File: src/hw/rtl/prht_pkg.sv
// Shared constants, codes and control types of the prime remainder hash table.
package prht_pkg;

   // Table geometry.
   localparam int TABLE_PRIME    = 19;
   localparam int OVERFLOW_SLOTS = 4;
   localparam int KEY_BITS       = 16;
   localparam int TOTAL_SLOTS    = TABLE_PRIME + OVERFLOW_SLOTS;
   localparam int SLOT_W         = $clog2(TOTAL_SLOTS);
   localparam int PROBE_W        = $clog2(OVERFLOW_SLOTS + 2);

   // Fixed field widths of the channels.
   localparam int KEY_W    = 16;
   localparam int DATA_W   = 32;
   localparam int STATUS_W = 2;
   localparam int SLOT_F_W = 5;
   localparam int HASH_F_W = 5;
   localparam int PROBES_W = 3;

   // Only the low KEY_BITS bits of a key take part in hashing and matching.
   localparam logic [KEY_W-1:0] KEY_MASK = KEY_W'((64'd1 << KEY_BITS) - 64'd1);

   // Reciprocal of the prime scaled by 2^KEY_W; the quotient estimate it gives
   // is at most one below the true quotient.
   localparam logic [KEY_W-1:0] HASH_RECIP = KEY_W'((64'd1 << KEY_W) / TABLE_PRIME);

   // Request operations.
   localparam logic OP_INSERT = 1'b0;
   localparam logic OP_LOOKUP = 1'b1;

   // Result status codes.
   localparam logic [STATUS_W-1:0] STATUS_INSERTED  = 2'd0;
   localparam logic [STATUS_W-1:0] STATUS_FOUND     = 2'd1;
   localparam logic [STATUS_W-1:0] STATUS_NOT_FOUND = 2'd2;
   localparam logic [STATUS_W-1:0] STATUS_FULL      = 2'd3;

   // Commands from the controller to the datapath.
   typedef struct packed {
      logic load_req;
      logic hash_mul;
      logic hash_red;
      logic probe;
      logic load_rsp;
   } ctrl_cmd_type;

   // Status from the datapath to the controller.
   typedef struct packed {
      logic probe_done;
      logic rsp_free;
   } dp_status_type;

endpackage

File: src/hw/rtl/prht_if.sv
// Request and response channel interfaces of the prime remainder hash table.
interface prht_req_if;
   logic                        valid;
   logic                        ready;
   logic                        op;
   logic [prht_pkg::KEY_W-1:0]  key;
   logic [prht_pkg::DATA_W-1:0] data_in;

   modport source (output valid, output op, output key, output data_in, input ready);
   modport sink   (input valid, input op, input key, input data_in, output ready);
endinterface

interface prht_rsp_if;
   logic                          valid;
   logic                          ready;
   logic [prht_pkg::STATUS_W-1:0] status;
   logic [prht_pkg::DATA_W-1:0]   data_out;
   logic [prht_pkg::SLOT_F_W-1:0] slot;
   logic [prht_pkg::HASH_F_W-1:0] hash_value;
   logic [prht_pkg::PROBES_W-1:0] probes;
   logic                          collision;

   modport source (output valid, output status, output data_out, output slot,
                   output hash_value, output probes, output collision, input ready);
   modport sink   (input valid, input status, input data_out, input slot,
                   input hash_value, input probes, input collision, output ready);
endinterface

File: src/hw/rtl/prht_ctrl.sv
// Controller state machine that sequences hashing, probing and result delivery.
module prht_ctrl (
   input  logic                    clock,
   input  logic                    reset,
   input  logic                    req_valid,
   output logic                    req_ready,
   input  prht_pkg::dp_status_type status,
   output prht_pkg::ctrl_cmd_type  cmd
);

   localparam logic [2:0] ST_IDLE     = 3'd0;
   localparam logic [2:0] ST_HASH_MUL = 3'd1;
   localparam logic [2:0] ST_HASH_RED = 3'd2;
   localparam logic [2:0] ST_PROBE    = 3'd3;
   localparam logic [2:0] ST_FINISH   = 3'd4;

   logic [2:0] state_ff;
   logic [2:0] state_in;

   assign req_ready = (state_ff == ST_IDLE);

   always_comb begin
      state_in     = state_ff;
      cmd          = '0;
      case (state_ff)
         ST_IDLE: begin
            if (req_valid) begin
               cmd.load_req = 1'b1;
               state_in     = ST_HASH_MUL;
            end
         end
         ST_HASH_MUL: begin
            cmd.hash_mul = 1'b1;
            state_in     = ST_HASH_RED;
         end
         ST_HASH_RED: begin
            cmd.hash_red = 1'b1;
            state_in     = ST_PROBE;
         end
         ST_PROBE: begin
            cmd.probe = 1'b1;
            if (status.probe_done) begin
               state_in = ST_FINISH;
            end
         end
         ST_FINISH: begin
            if (status.rsp_free) begin
               cmd.load_rsp = 1'b1;
               state_in     = ST_IDLE;
            end
         end
         default: begin
            state_in = ST_IDLE;
         end
      endcase
   end

   always_ff @(posedge clock) begin
      if (reset) begin
         state_ff <= ST_IDLE;
      end else begin
         state_ff <= state_in;
      end
   end

endmodule

File: src/hw/rtl/prht_datapath.sv
// Datapath: request registers, hash unit, slot store, probe logic and output register.
module prht_datapath (
   input  logic                                clock,
   input  logic                                reset,
   input  prht_pkg::ctrl_cmd_type              cmd,
   output prht_pkg::dp_status_type             status,
   input  logic                                req_op,
   input  logic [prht_pkg::KEY_W-1:0]          req_key,
   input  logic [prht_pkg::DATA_W-1:0]         req_data_in,
   input  logic                                rsp_ready,
   output logic                                rsp_valid,
   output logic [prht_pkg::STATUS_W-1:0]       rsp_status,
   output logic [prht_pkg::DATA_W-1:0]         rsp_data_out,
   output logic [prht_pkg::SLOT_F_W-1:0]       rsp_slot,
   output logic [prht_pkg::HASH_F_W-1:0]       rsp_hash_value,
   output logic [prht_pkg::PROBES_W-1:0]       rsp_probes,
   output logic                                rsp_collision
);

   localparam int KW = prht_pkg::KEY_W;
   localparam int SW = prht_pkg::SLOT_W;
   localparam int PW = prht_pkg::PROBE_W;
   localparam int DW = prht_pkg::DATA_W;

   // Request registers.
   logic          op_ff;
   logic [KW-1:0] key_ff;
   logic [DW-1:0] data_ff;

   // Hash unit.
   logic [2*KW-1:0] prod_ff;
   logic [KW-1:0]   quot;
   logic [2*KW-1:0] quot_prime;
   logic [KW-1:0]   rem_raw;
   logic [KW-1:0]   rem_fix;
   logic [SW-1:0]   home_in;
   logic [SW-1:0]   home_ff;

   // Probe state.
   logic [SW-1:0] idx_ff;
   logic          at_home_ff;
   logic [PW-1:0] cnt_ff;

   // Slot store.
   logic [prht_pkg::TOTAL_SLOTS-1:0] valid_ff;
   logic [KW-1:0] entry_key_ff  [prht_pkg::TOTAL_SLOTS];
   logic [DW-1:0] entry_data_ff [prht_pkg::TOTAL_SLOTS];

   // Probe decision.
   logic is_lookup;
   logic slot_valid;
   logic key_eq;
   logic match;
   logic last;
   logic done;

   // Result held until the output register is free.
   logic [prht_pkg::STATUS_W-1:0] res_status_ff;
   logic [DW-1:0]                 res_data_ff;
   logic [SW-1:0]                 res_slot_ff;
   logic [PW-1:0]                 res_probes_ff;
   logic                          res_coll_ff;

   // Output register.
   logic                          rsp_valid_ff;
   logic [prht_pkg::STATUS_W-1:0] rsp_status_ff;
   logic [DW-1:0]                 rsp_data_ff;
   logic [prht_pkg::SLOT_F_W-1:0] rsp_slot_ff;
   logic [prht_pkg::HASH_F_W-1:0] rsp_hash_ff;
   logic [prht_pkg::PROBES_W-1:0] rsp_probes_ff;
   logic                          rsp_coll_ff;
   logic [prht_pkg::PROBES_W-1:0] probes_sat;

   // Remainder: key minus estimated quotient times the prime, then one correction.
   always_comb begin
      quot       = prod_ff[2*KW-1:KW];
      quot_prime = (2*KW)'(quot) * (2*KW)'(prht_pkg::TABLE_PRIME);
      rem_raw    = KW'((2*KW)'(key_ff) - quot_prime);
      if (rem_raw >= KW'(prht_pkg::TABLE_PRIME)) begin
         rem_fix = rem_raw - KW'(prht_pkg::TABLE_PRIME);
      end else begin
         rem_fix = rem_raw;
      end
      home_in = SW'(rem_fix);
   end

   always_comb begin
      is_lookup  = (op_ff == prht_pkg::OP_LOOKUP);
      slot_valid = valid_ff[idx_ff];
      key_eq     = (entry_key_ff[idx_ff] == key_ff);
      match      = is_lookup ? (slot_valid && key_eq) : !slot_valid;
      last       = !at_home_ff && (idx_ff == SW'(prht_pkg::TOTAL_SLOTS - 1));
      done       = match || last;
   end

   assign status.probe_done = done;
   assign status.rsp_free   = !rsp_valid_ff || rsp_ready;

   always_comb begin
      if (32'(res_probes_ff) > 32'd7) begin
         probes_sat = 3'd7;
      end else begin
         probes_sat = prht_pkg::PROBES_W'(res_probes_ff);
      end
   end

   // Payload registers.
   always_ff @(posedge clock) begin
      if (cmd.load_req) begin
         op_ff   <= req_op;
         key_ff  <= req_key & prht_pkg::KEY_MASK;
         data_ff <= req_data_in;
      end
      if (cmd.hash_mul) begin
         prod_ff <= (2*KW)'(key_ff) * (2*KW)'(prht_pkg::HASH_RECIP);
      end
      if (cmd.hash_red) begin
         home_ff    <= home_in;
         idx_ff     <= home_in;
         at_home_ff <= 1'b1;
         cnt_ff     <= PW'(1);
      end
      if (cmd.probe) begin
         if (!is_lookup && !slot_valid) begin
            entry_key_ff[idx_ff]  <= key_ff;
            entry_data_ff[idx_ff] <= data_ff;
         end
         if (done) begin
            res_probes_ff <= cnt_ff;
            if (match) begin
               res_status_ff <= is_lookup ? prht_pkg::STATUS_FOUND : prht_pkg::STATUS_INSERTED;
               res_data_ff   <= is_lookup ? entry_data_ff[idx_ff] : '0;
               res_slot_ff   <= idx_ff;
               res_coll_ff   <= !is_lookup && !at_home_ff;
            end else begin
               res_status_ff <= is_lookup ? prht_pkg::STATUS_NOT_FOUND : prht_pkg::STATUS_FULL;
               res_data_ff   <= '0;
               res_slot_ff   <= '0;
               res_coll_ff   <= !is_lookup;
            end
         end else begin
            idx_ff     <= at_home_ff ? SW'(prht_pkg::TABLE_PRIME) : idx_ff + SW'(1);
            at_home_ff <= 1'b0;
            cnt_ff     <= cnt_ff + PW'(1);
         end
      end
      if (cmd.load_rsp) begin
         rsp_status_ff <= res_status_ff;
         rsp_data_ff   <= res_data_ff;
         rsp_slot_ff   <= prht_pkg::SLOT_F_W'(res_slot_ff);
         rsp_hash_ff   <= prht_pkg::HASH_F_W'(home_ff);
         rsp_probes_ff <= probes_sat;
         rsp_coll_ff   <= res_coll_ff;
      end
   end

   // Control registers: valid marks and output valid.
   always_ff @(posedge clock) begin
      if (reset) begin
         valid_ff     <= '0;
         rsp_valid_ff <= 1'b0;
      end else begin
         if (cmd.probe && !is_lookup && !slot_valid) begin
            valid_ff[idx_ff] <= 1'b1;
         end
         if (cmd.load_rsp) begin
            rsp_valid_ff <= 1'b1;
         end else if (rsp_ready) begin
            rsp_valid_ff <= 1'b0;
         end
      end
   end

   assign rsp_valid      = rsp_valid_ff;
   assign rsp_status     = rsp_status_ff;
   assign rsp_data_out   = rsp_data_ff;
   assign rsp_slot       = rsp_slot_ff;
   assign rsp_hash_value = rsp_hash_ff;
   assign rsp_probes     = rsp_probes_ff;
   assign rsp_collision  = rsp_coll_ff;

endmodule

File: src/hw/rtl/prime_remainder_hash_overflow_table.sv
// Top level of the prime remainder hash table with an overflow area.
// A request is hashed in the multiply and reduce states, then probed one slot per cycle, from 1
// to OVERFLOW_SLOTS + 1 slots; the result then waits until the response output is free.
// One transaction at a time passes the single slot compare path; the next request is taken
// once the result has moved to the response register, even while that response waits.
// Reset: synchronous; it clears all valid marks and the response valid, so the
// table is empty and a request can be taken as soon as reset is released.
module prime_remainder_hash_overflow_table (
   input logic        clock,
   input logic        reset,
   prht_req_if.sink   req_bus,
   prht_rsp_if.source rsp_bus
);

   // A miss scans the home slot and every overflow slot; the response saturates the probe count at seven.
   localparam int MISS_PROBES_RAW = prht_pkg::OVERFLOW_SLOTS + 1;
   localparam logic [prht_pkg::PROBES_W-1:0] MISS_PROBES =
      (MISS_PROBES_RAW > 7) ? 3'd7 : prht_pkg::PROBES_W'(MISS_PROBES_RAW);

   prht_pkg::ctrl_cmd_type  cmd;
   prht_pkg::dp_status_type dp_status;

   // The controller only sequences; all storage for the transaction lives in the datapath.
   prht_ctrl u_ctrl (
      .clock     (clock),
      .reset     (reset),
      .req_valid (req_bus.valid),
      .req_ready (req_bus.ready),
      .status    (dp_status),
      .cmd       (cmd)
   );

   // The datapath owns the slot store, the hash unit and the response register, which
   // lets a finished response wait while the next request is hashed and probed.
   prht_datapath u_datapath (
      .clock          (clock),
      .reset          (reset),
      .cmd            (cmd),
      .status         (dp_status),
      .req_op         (req_bus.op),
      .req_key        (req_bus.key),
      .req_data_in    (req_bus.data_in),
      .rsp_ready      (rsp_bus.ready),
      .rsp_valid      (rsp_bus.valid),
      .rsp_status     (rsp_bus.status),
      .rsp_data_out   (rsp_bus.data_out),
      .rsp_slot       (rsp_bus.slot),
      .rsp_hash_value (rsp_bus.hash_value),
      .rsp_probes     (rsp_bus.probes),
      .rsp_collision  (rsp_bus.collision)
   );

   // Only one transaction is in flight: acceptance closes the request side.
   assert property (@(posedge clock) disable iff (reset)
      (req_bus.valid && req_bus.ready) |=> !req_bus.ready)
      else $error("request accepted while a transaction is in flight");

   // Loading a response always presents it on the next cycle.
   assert property (@(posedge clock) disable iff (reset)
      cmd.load_rsp |=> rsp_bus.valid)
      else $error("response load did not raise response valid");

   // A lookup miss or a full table has scanned its home slot and every overflow slot and reports no slot.
   assert property (@(posedge clock) disable iff (reset)
      (rsp_bus.valid && (rsp_bus.status == prht_pkg::STATUS_NOT_FOUND ||
                         rsp_bus.status == prht_pkg::STATUS_FULL))
      |-> (rsp_bus.probes == MISS_PROBES && rsp_bus.slot == '0 &&
           rsp_bus.data_out == '0))
      else $error("miss response with wrong probe count or slot");

   // An insert without a collision lands in its home slot after one probe.
   assert property (@(posedge clock) disable iff (reset)
      (rsp_bus.valid && rsp_bus.status == prht_pkg::STATUS_INSERTED && !rsp_bus.collision)
      |-> (rsp_bus.slot == rsp_bus.hash_value && rsp_bus.probes == 3'd1))
      else $error("home insert reported outside its home slot");

endmodule
File: src/flat_wrapper.sv
// flat-port wrapper written by rule: the top's interface ports become plain ports
module prime_remainder_hash_overflow_table_flat 
  (clock, reset, req_bus_valid, req_bus_op, req_bus_key, req_bus_data_in, req_bus_ready, rsp_bus_valid, rsp_bus_status, rsp_bus_data_out, rsp_bus_slot, rsp_bus_hash_value, rsp_bus_probes, rsp_bus_collision, rsp_bus_ready);
  prht_req_if req_bus_i ();
  prht_rsp_if rsp_bus_i ();
  input logic clock;
  input logic reset;
  input wire logic [$bits(req_bus_i.valid)-1:0] req_bus_valid;
  input wire logic [$bits(req_bus_i.op)-1:0] req_bus_op;
  input wire logic [$bits(req_bus_i.key)-1:0] req_bus_key;
  input wire logic [$bits(req_bus_i.data_in)-1:0] req_bus_data_in;
  output wire logic [$bits(req_bus_i.ready)-1:0] req_bus_ready;
  output wire logic [$bits(rsp_bus_i.valid)-1:0] rsp_bus_valid;
  output wire logic [$bits(rsp_bus_i.status)-1:0] rsp_bus_status;
  output wire logic [$bits(rsp_bus_i.data_out)-1:0] rsp_bus_data_out;
  output wire logic [$bits(rsp_bus_i.slot)-1:0] rsp_bus_slot;
  output wire logic [$bits(rsp_bus_i.hash_value)-1:0] rsp_bus_hash_value;
  output wire logic [$bits(rsp_bus_i.probes)-1:0] rsp_bus_probes;
  output wire logic [$bits(rsp_bus_i.collision)-1:0] rsp_bus_collision;
  input wire logic [$bits(rsp_bus_i.ready)-1:0] rsp_bus_ready;
  assign req_bus_i.valid = req_bus_valid;
  assign req_bus_i.op = req_bus_op;
  assign req_bus_i.key = req_bus_key;
  assign req_bus_i.data_in = req_bus_data_in;
  assign req_bus_ready = req_bus_i.ready;
  assign rsp_bus_valid = rsp_bus_i.valid;
  assign rsp_bus_status = rsp_bus_i.status;
  assign rsp_bus_data_out = rsp_bus_i.data_out;
  assign rsp_bus_slot = rsp_bus_i.slot;
  assign rsp_bus_hash_value = rsp_bus_i.hash_value;
  assign rsp_bus_probes = rsp_bus_i.probes;
  assign rsp_bus_collision = rsp_bus_i.collision;
  assign rsp_bus_i.ready = rsp_bus_ready;
  prime_remainder_hash_overflow_table u_core (.clock(clock), .reset(reset), .req_bus(req_bus_i), .rsp_bus(rsp_bus_i));
endmodule
File: config.mk
export PLATFORM = sky130hd
export DESIGN_NAME = prime_remainder_hash_overflow_table_flat
export DESIGN_NICKNAME = d
export VERILOG_FILES = /design/src/hw/rtl/prht_pkg.sv /design/src/hw/rtl/prht_if.sv /design/src/hw/rtl/prht_ctrl.sv /design/src/hw/rtl/prht_datapath.sv /design/src/hw/rtl/prime_remainder_hash_overflow_table.sv /design/src/flat_wrapper.sv
export SDC_FILE = /design/constraint.sdc
export NUM_CORES = 2
export LEC_CHECK = 0
export BUFFER_PORTS_ARGS = -buffer_cell sky130_fd_sc_hd__buf_2
export CAP_MARGIN = 20
export CORE_MARGIN = 8
export CORE_UTILIZATION = 47
export CTS_CLUSTER_SIZE = 28
export DETAILED_ROUTE_END_ITERATION = 8
export GPL_TIMING_DRIVEN = 0
export PLACE_DENSITY = 0.73
export SLEW_MARGIN = 10
export SYNTH_ARGS = -nofsm -noshare
export SYNTH_HDL_FRONTEND = slang
export SYNTH_SLANG_ARGS = --single-unit
File: constraint.sdc
create_clock -name clock -period 10.2 [get_ports clock]
set_clock_uncertainty 0.1 [all_clocks]
set_input_delay 2.04 -clock clock [delete_from_list [all_inputs] [get_ports clock]]
set_output_delay 2.04 -clock clock [all_outputs]
set_load 0.05 [all_outputs]
Word-level counts from Yosys, hierarchy flattened. Memories as Yosys holds them, arrays and structs flattened. A register that Yosys moved wholly into a read port is not among the register bits. Index checks and enable logic that the tools add are counted.

Input bits: 53. Register bits after elaboration: 177. Output and inout port bits: 50. Memory bits (writable): 1104. Memories: 2. Logic and storage cells: 97.

Bitwise gates (word level): 1. Multiply operators: 2. Add/subtract/negate cells: 4. $lt $le $gt $ge: 3. Reductions and logical operators: 19. Equality and inequality tests: 9. Muxes and demuxes: 36.

Memory list: u_core.u_datapath.entry_data_ff (words 23, width 32, read ports 1, clocked after memory_dff 1, write ports 1, line prht_datapath.sv:47) `logic [DW-1:0] entry_data_ff [prht_pkg::TOTAL_SLOTS];`; u_core.u_datapath.entry_key_ff (words 23, width 16, read ports 1, clocked after memory_dff 1, write ports 1, line prht_datapath.sv:46) `logic [KW-1:0] entry_key_ff [prht_pkg::TOTAL_SLOTS];`.

Operators by type and width (count): 16-bit by 12-bit multiplier with 28-bit output (second input constant) (1); 5-bit 2-to-1 mux (5); 23-bit bitwise OR (1); 1-bit 2-to-1 mux (21); 3-bit 2-to-1 mux (6); 16-bit equality test (1); 16-bit by 5-bit greater-or-equal comparator with 1-bit output (second input constant) (1); 12-bit by 5-bit multiplier with 16-bit output (second input constant) (1); 16-bit subtractor (1); 3-bit case mux with 5 select lines (1); 1-bit logical AND (7); 3-bit by 2-bit equality test with 1-bit output (second input constant) (2); 5-bit by 6-bit < comparator with 1-bit output (second input constant) (1); 5-bit by 1-bit adder with 5-bit output (second input constant) (1); 1-bit binary-select mux with 5-bit select (1); 1-bit demux with 5-bit select (1); 5-bit equality test (second input constant) (1); 5-bit by 1-bit greater-or-equal comparator with 1-bit output (second input constant) (1); 1-bit logical NOT (5); 5-bit subtractor (second input constant) (1); 2-bit inequality test (second input constant) (2); 2-bit AND reduction (2); 3-bit by 1-bit adder with 3-bit output (second input constant) (1); 3-bit by 1-bit equality test with 1-bit output (second input constant) (1); other kinds (7) (8).

Longest topological paths before layout.
Word-level depth: 7. Mapped depth: 19.

Cells and area by module. From an unflattened synthesis, not the netlist that was laid out.

Cell total of the unflattened synthesis: 2863. Area, all modules: 54370.9 um^2.

By module, submodules not included: prht_datapath (cells an instance 2843, instances 1, area each 54185.7 um^2); prht_ctrl (cells an instance 20, instances 1, area each 185.2 um^2).

Worst setup path before layout. No wires, ideal clock.

Path type: register to register. Start: reg u_core.u_datapath.idx_ff[0]. End: mem u_core.u_datapath.entry_data_ff[22][0] (netlist name) (enable). Arrival time: 6657 ps. Setup time: 576 ps. Path buffers: 7. Period minus slack after synthesis: 7333 ps. Slack: 2867 ps. Data required time: 9524 ps. Stages on the path, launching flop included: 12. Path through: dfxtp_1 -> buf_6 -> buf_6 -> buf_6 -> buf_6 -> buf_2 -> buf_1 -> clkbuf_1 -> inv_1 -> ha_1 -> nand3_1 -> nor4_1.

Cells in the longest elaborated chain, start to end: 7.

RTL lines: start, declared (line prht_datapath.sv:40) `logic [SW-1:0] idx_ff;`; start signal, assigned (line prht_datapath.sv:119) `idx_ff <= home_in;`; start signal, assigned (line prht_datapath.sv:142) `idx_ff <= at_home_ff ? SW'(prht_pkg::TABLE_PRIME) : idx_ff + SW'(1);`; 1-bit binary-select mux with 5-bit select (line prht_datapath.sv:89) `slot_valid = valid_ff[idx_ff];`; 1-bit 2-to-1 mux (implied by the code) (line prht_datapath.sv:89); 1-bit logical NOT (line prht_datapath.sv:124) `if (!is_lookup && !slot_valid) begin`; 1-bit logical AND (line prht_datapath.sv:124); 1-bit 2-to-1 mux (line prht_datapath.sv:124); 1-bit 2-to-1 mux (line prht_datapath.sv:123) `if (cmd.probe) begin`; 1-bit 2-to-1 mux (implied by the code) (line prht_datapath.sv:126) `entry_data_ff[idx_ff] <= data_ff;`; end, declared (line prht_datapath.sv:47).

Parallel ways exist; a longest one is shown, timed or not. The select of a mux whose other input is x is not followed.

Final worst setup path.
Start: reg u_core.u_datapath.idx_ff[1]. End: reg u_core.u_datapath.res_data_ff[17], read port of u_core.u_datapath.entry_data_ff (enable).

Cells in the longest elaborated chain, start to end: 6. Elaborated cells on any way between the ends: 11.

RTL lines: 1-bit binary-select mux with 5-bit select (line prht_datapath.sv:89); 1-bit 2-to-1 mux (implied by the code) (line prht_datapath.sv:89); 1-bit logical NOT or 1-bit logical AND (tied branches) (line prht_datapath.sv:91) `match = is_lookup ? (slot_valid && key_eq) : !slot_valid;`; 1-bit 2-to-1 mux (line prht_datapath.sv:91); 1-bit logical OR or 2-bit AND reduction (tied branches); 2-bit AND reduction (no source line) or 1-bit logical NOT (tied branches); end, declared (line prht_datapath.sv:59) `logic [DW-1:0] res_data_ff;`.

Parallel ways exist; a longest one is shown, timed or not. The select of a mux whose other input is x is not followed. A chain may end at the register's enable or synchronous reset.

==> results.json <==
{
  "status": "finished clean",
  "crit_slowest_cell": "clkbuf_1",
  "sequentialPowerShare_pct": 35.2,
  "drtPass1Iterations": 6,
  "grt_pass1_vias": 29700,
  "clkPwrFrac_pct": 26.7,
  "maxSlewHeadroom_pct": 21.2,
  "synth_cells": 2976,
  "slowest_delay_ns": 0.90,
  "cts_buffer_depth": 3,
  "die_x_microns": 355,
  "antenna_found_initial": 6,
  "max_freq_ghz": 0.154,
  "root_buffer": "clkbuf_16",
  "powerDensity_nw_per_um2": 281,
  "start_util_pct": 47.4,
  "ys_seq_area_share_pct": 71.3,
  "r2r_cells": 16,
  "yosys.area.top_type": "edfxtp_1",
  "crit_buf_inv": 8,
  "syn2layout_area_growth_pct": 16.4,
  "cts_made_buffers": 132,
  "pwr-share-comb_pct": 38.1,
  "maxCapViolCount": 0,
  "ys_ff_latch": 1297,
  "vias_per_cell": 6.02,
  "nets": 3598,
  "die_h_microns": 355,
  "worst_ir_drop_vdd_mv": 0.297,
  "holdBufCountCts": 0,
  "coreArea_sq_um": 114000,
  "clkSinkCount": 1297,
  "htree_levels": 4,
  "synth_ff_type": "edfxtp_1",
  "insertion_delay_ns": 0.75,
  "fin_crit_ns": 6.50,
  "cp_num_cells": 16,
  "start_kind": "register",
  "vias": 29700,
  "finalHoldViolCount": 0,
  "place.gp.congestion": 0.834,
  "power.internal_mw": 11.6,
  "finalCritPeriodShare_pct": 63.7,
  "path_cells": "buf_2 > buf_2 > buf_2 > buf_1 > clkbuf_1 > a21oi_1 > o211ai_1 > xnor2_1 > nand4_1 > or4_1 > buf_2 > o21ai_1 > nor2_1 > nor2_4 > buf_12 > buf_12",
  "cts_setup_buffers": 0,
  "synth_edf_count": 1261,
  "route.detailed.drc": 0,
  "io_buffers": 101,
  "place_area_sq_um": 58600,
  "post-synth-top-area-fraction_pct": 69.9,
  "fin_area_sq_um": 63000,
  "min_path_type": "reg2reg",
  "clk_pin_slew_ns": 0.06,
  "drt_wl_total_mm": 138,
  "synth_area_leaders": "edfxtp_1 (70%), mux4_2 (7.4%), fa_1 (3.5%)",
  "p_leak_nw": 22.0,
  "swShare_pct": 34.4,
  "netSwitchingPower_mw": 6.08,
  "worstMarginPinSlew_ns": 1.18,
  "path_delay_family": "buffers and inverters",
  "grt_overflow": 0,
  "drtIter0Drc": 4127,
  "worst-setup-path-type": "reg2reg",
  "post_drt_wl_per_cell_microns": 28.0,
  "dieArea_sq_um": 126000,
  "syn_area_per_cell_sq_um": 18.2,
  "cts_tree": "yes",
  "slew_violations": 0,
  "holdPathStages": 0,
  "cpMostUsedCell": "buf_2",
  "drive_above_1_share_pct": 20.5,
  "synth_area_sq_um": 54100,
  "rows": 124,
  "setup_viol_count_final": 0,
  "synth_nets": 3262,
  "grt_max_degree": 33,
  "fin_setup_tns_ns": 0,
  "synth_cell_type_count": 79,
  "drtAntennaViolNets": 0,
  "grt_first_pass_wirelength_mm": 199,
  "dp_hpwl_mm": 90.8,
  "cp_max_fo": 22,
  "rsz0062_at_grt": "false",
  "cts.repair.resized": 0,
  "critPathCaptureType": "register",
  "yosysMostFrequentCell": "edfxtp_1",
  "async_flop_share_pct": 0,
  "crit_arrival_ns": 6.82,
  "synth_common_cells": "edfxtp_1 (1261), inv_1 (198), mux2i_1 (183)",
  "cp.required_ns": 10.52,
  "io_pins": 103,
  "fillers": 8451,
  "grt_usage_pct": 21.5,
  "yosys_warnings": 0
}
power by group through the flow:
stage | sequential, mW | combinational [mW] | clock, mW
after global placement | 6.36 | 6.44 | 0
after CTS | 6.23 | 6.71 | 4.76
final | 6.22 | 6.74 | 4.72
after floorplan | 6.29 | 4.90 | 0
after global routing | 6.24 | 7.44 | 4.97
after detailed placement | 6.34 | 6.66 | 0
layout make-up:
class | instances | area [sq um] | share of cell area, %
Inverter | 200 | 751 | 1.19
Sequential cell | 1297 | 38600 | 61.3
Tap cell | 1512 | 1890 | 3.00
Timing Repair Buffer | 202 | 2520 | 4.00
Multi-Input combinational cell | 1350 | 14300 | 22.8
Clock inverter | 79 | 792 | 1.26
Clock buffer | 163 | 3450 | 5.48
Buffer | 129 | 666 | 1.06
Antenna cell | 1 | 2.50 | 0.00397
metal layers:
layer	GRT usage, %	part of all wire (%)	vias to the layer above
met5	0	0.0094	-
met4	7.85	3.7	2
met3	4.98	10	303
met2	34.0	47	1753
met1	29.3	39	15300
li1	-	-	12400
final timing paths:
check / end / slack [ns] / from
setup reg to reg: u_core.u_datapath.res_data_ff[17]$_SDFFCE_PN0P_ / 3.70 / u_core.u_datapath.idx_ff[1]$_DFF_P_
hold reg to reg: u_core.u_datapath.rsp_data_out[19]$_DFFE_PP_ / 0.30 / u_core.u_datapath.res_data_ff[19]$_SDFFCE_PN0P_
setup / recovery: u_core.u_datapath.res_data_ff[17]$_SDFFCE_PN0P_ / 3.70 / u_core.u_datapath.idx_ff[1]$_DFF_P_
hold / removal: u_core.u_datapath.rsp_data_out[19]$_DFFE_PP_ / 0.30 / u_core.u_datapath.res_data_ff[19]$_SDFFCE_PN0P_
layout by cell type (no fill, tap or decap), types with 7 or more instances in the layout:
master and instances:
xnor2_1 26, o22ai_1 61, buf_16 36, nand2b_1 12
clkbuf_16 133, and3_1 8, nor2_4 24, o211ai_1 9
nand3_1 19, a211oi_1 15, buf_2 126, inv_1 198
a21oi_1 40, edfxtp_1 1261, buf_8 14, or4_1 11
or3_1 7, mux2_2 39, nor2_1 86, ha_1 138
a31oi_1 34, buf_12 34, bufinv_16 7, buf_1 21
nor2b_1 13, mux2i_1 183, clkbuf_1 91, nand2_1 93
a21o_1 9, nor3_1 19, mux4_2 178, clkinv_2 23
a22oi_1 66, fa_1 95, dfxtp_1 36, buf_4 16
buf_6 21, clkinv_1 29, o21ai_0 65
through the flow:
step / hold WS (ns) / util, % / setup slack [ns] / total power, mW / std cells
2_1_floorplan: 0.300 / - / 2.87 / 11.2 / 2976
3_3_place_gp: 0.303 / 49.4 / -3.54 / 12.8 / 4589
3_5_place_dp: 0.305 / 51.2 / 3.78 / 13.0 / 4680
4_1_cts: 0.310 / 55.0 / 3.76 / 17.7 / 4922
5_1_grt: 0.324 / 55.1 / 3.40 / 18.6 / 4932
6_report: 0.303 / 55.1 / 3.70 / 17.7 / 4933
flip-flops by register name (all words and copies together) (netlist names), 2 cells and up:
signal,cells
u_core.u_datapath.entry_data_ff,736
u_core.u_datapath.entry_key_ff,368
u_core.u_datapath.data_ff,32
u_core.u_datapath.res_data_ff,32
u_core.u_datapath.rsp_data_out,32
u_core.u_datapath.valid_ff,23
u_core.u_datapath.key_ff,16
u_core.u_datapath.prod_ff,12
u_core.u_datapath.home_ff,5
u_core.u_datapath.idx_ff,5
u_core.u_datapath.res_slot_ff,5
u_core.u_datapath.rsp_hash_value,5
u_core.u_datapath.rsp_slot,5
u_core.u_ctrl.state_ff,3
u_core.u_datapath.cnt_ff,3
u_core.u_datapath.probes_sat,3
u_core.u_datapath.rsp_probes,3
u_core.u_datapath.res_status_ff,2
u_core.u_datapath.rsp_status,2
cells by family (layout without fill, tap and decap cells):
kind of cell / count (synthesis) / in the layout / synth area share (%)
AOI/OAI and AO/OA: 344 / 344 / 4.19
xor gates and xnor gates: 32 / 32 / 0.518
adders and majority gates: 233 / 233 / 6.70
buffers and inverters: 329 / 773 / 2.61
DFF: 1297 / 1297 / 71.3
muxes: 402 / 402 / 11.6
other: 0 / 1 / 0
and+or+nand+nor: 339 / 339 / 3.07
Note: power is estimated with default switching activity, not from simulation.
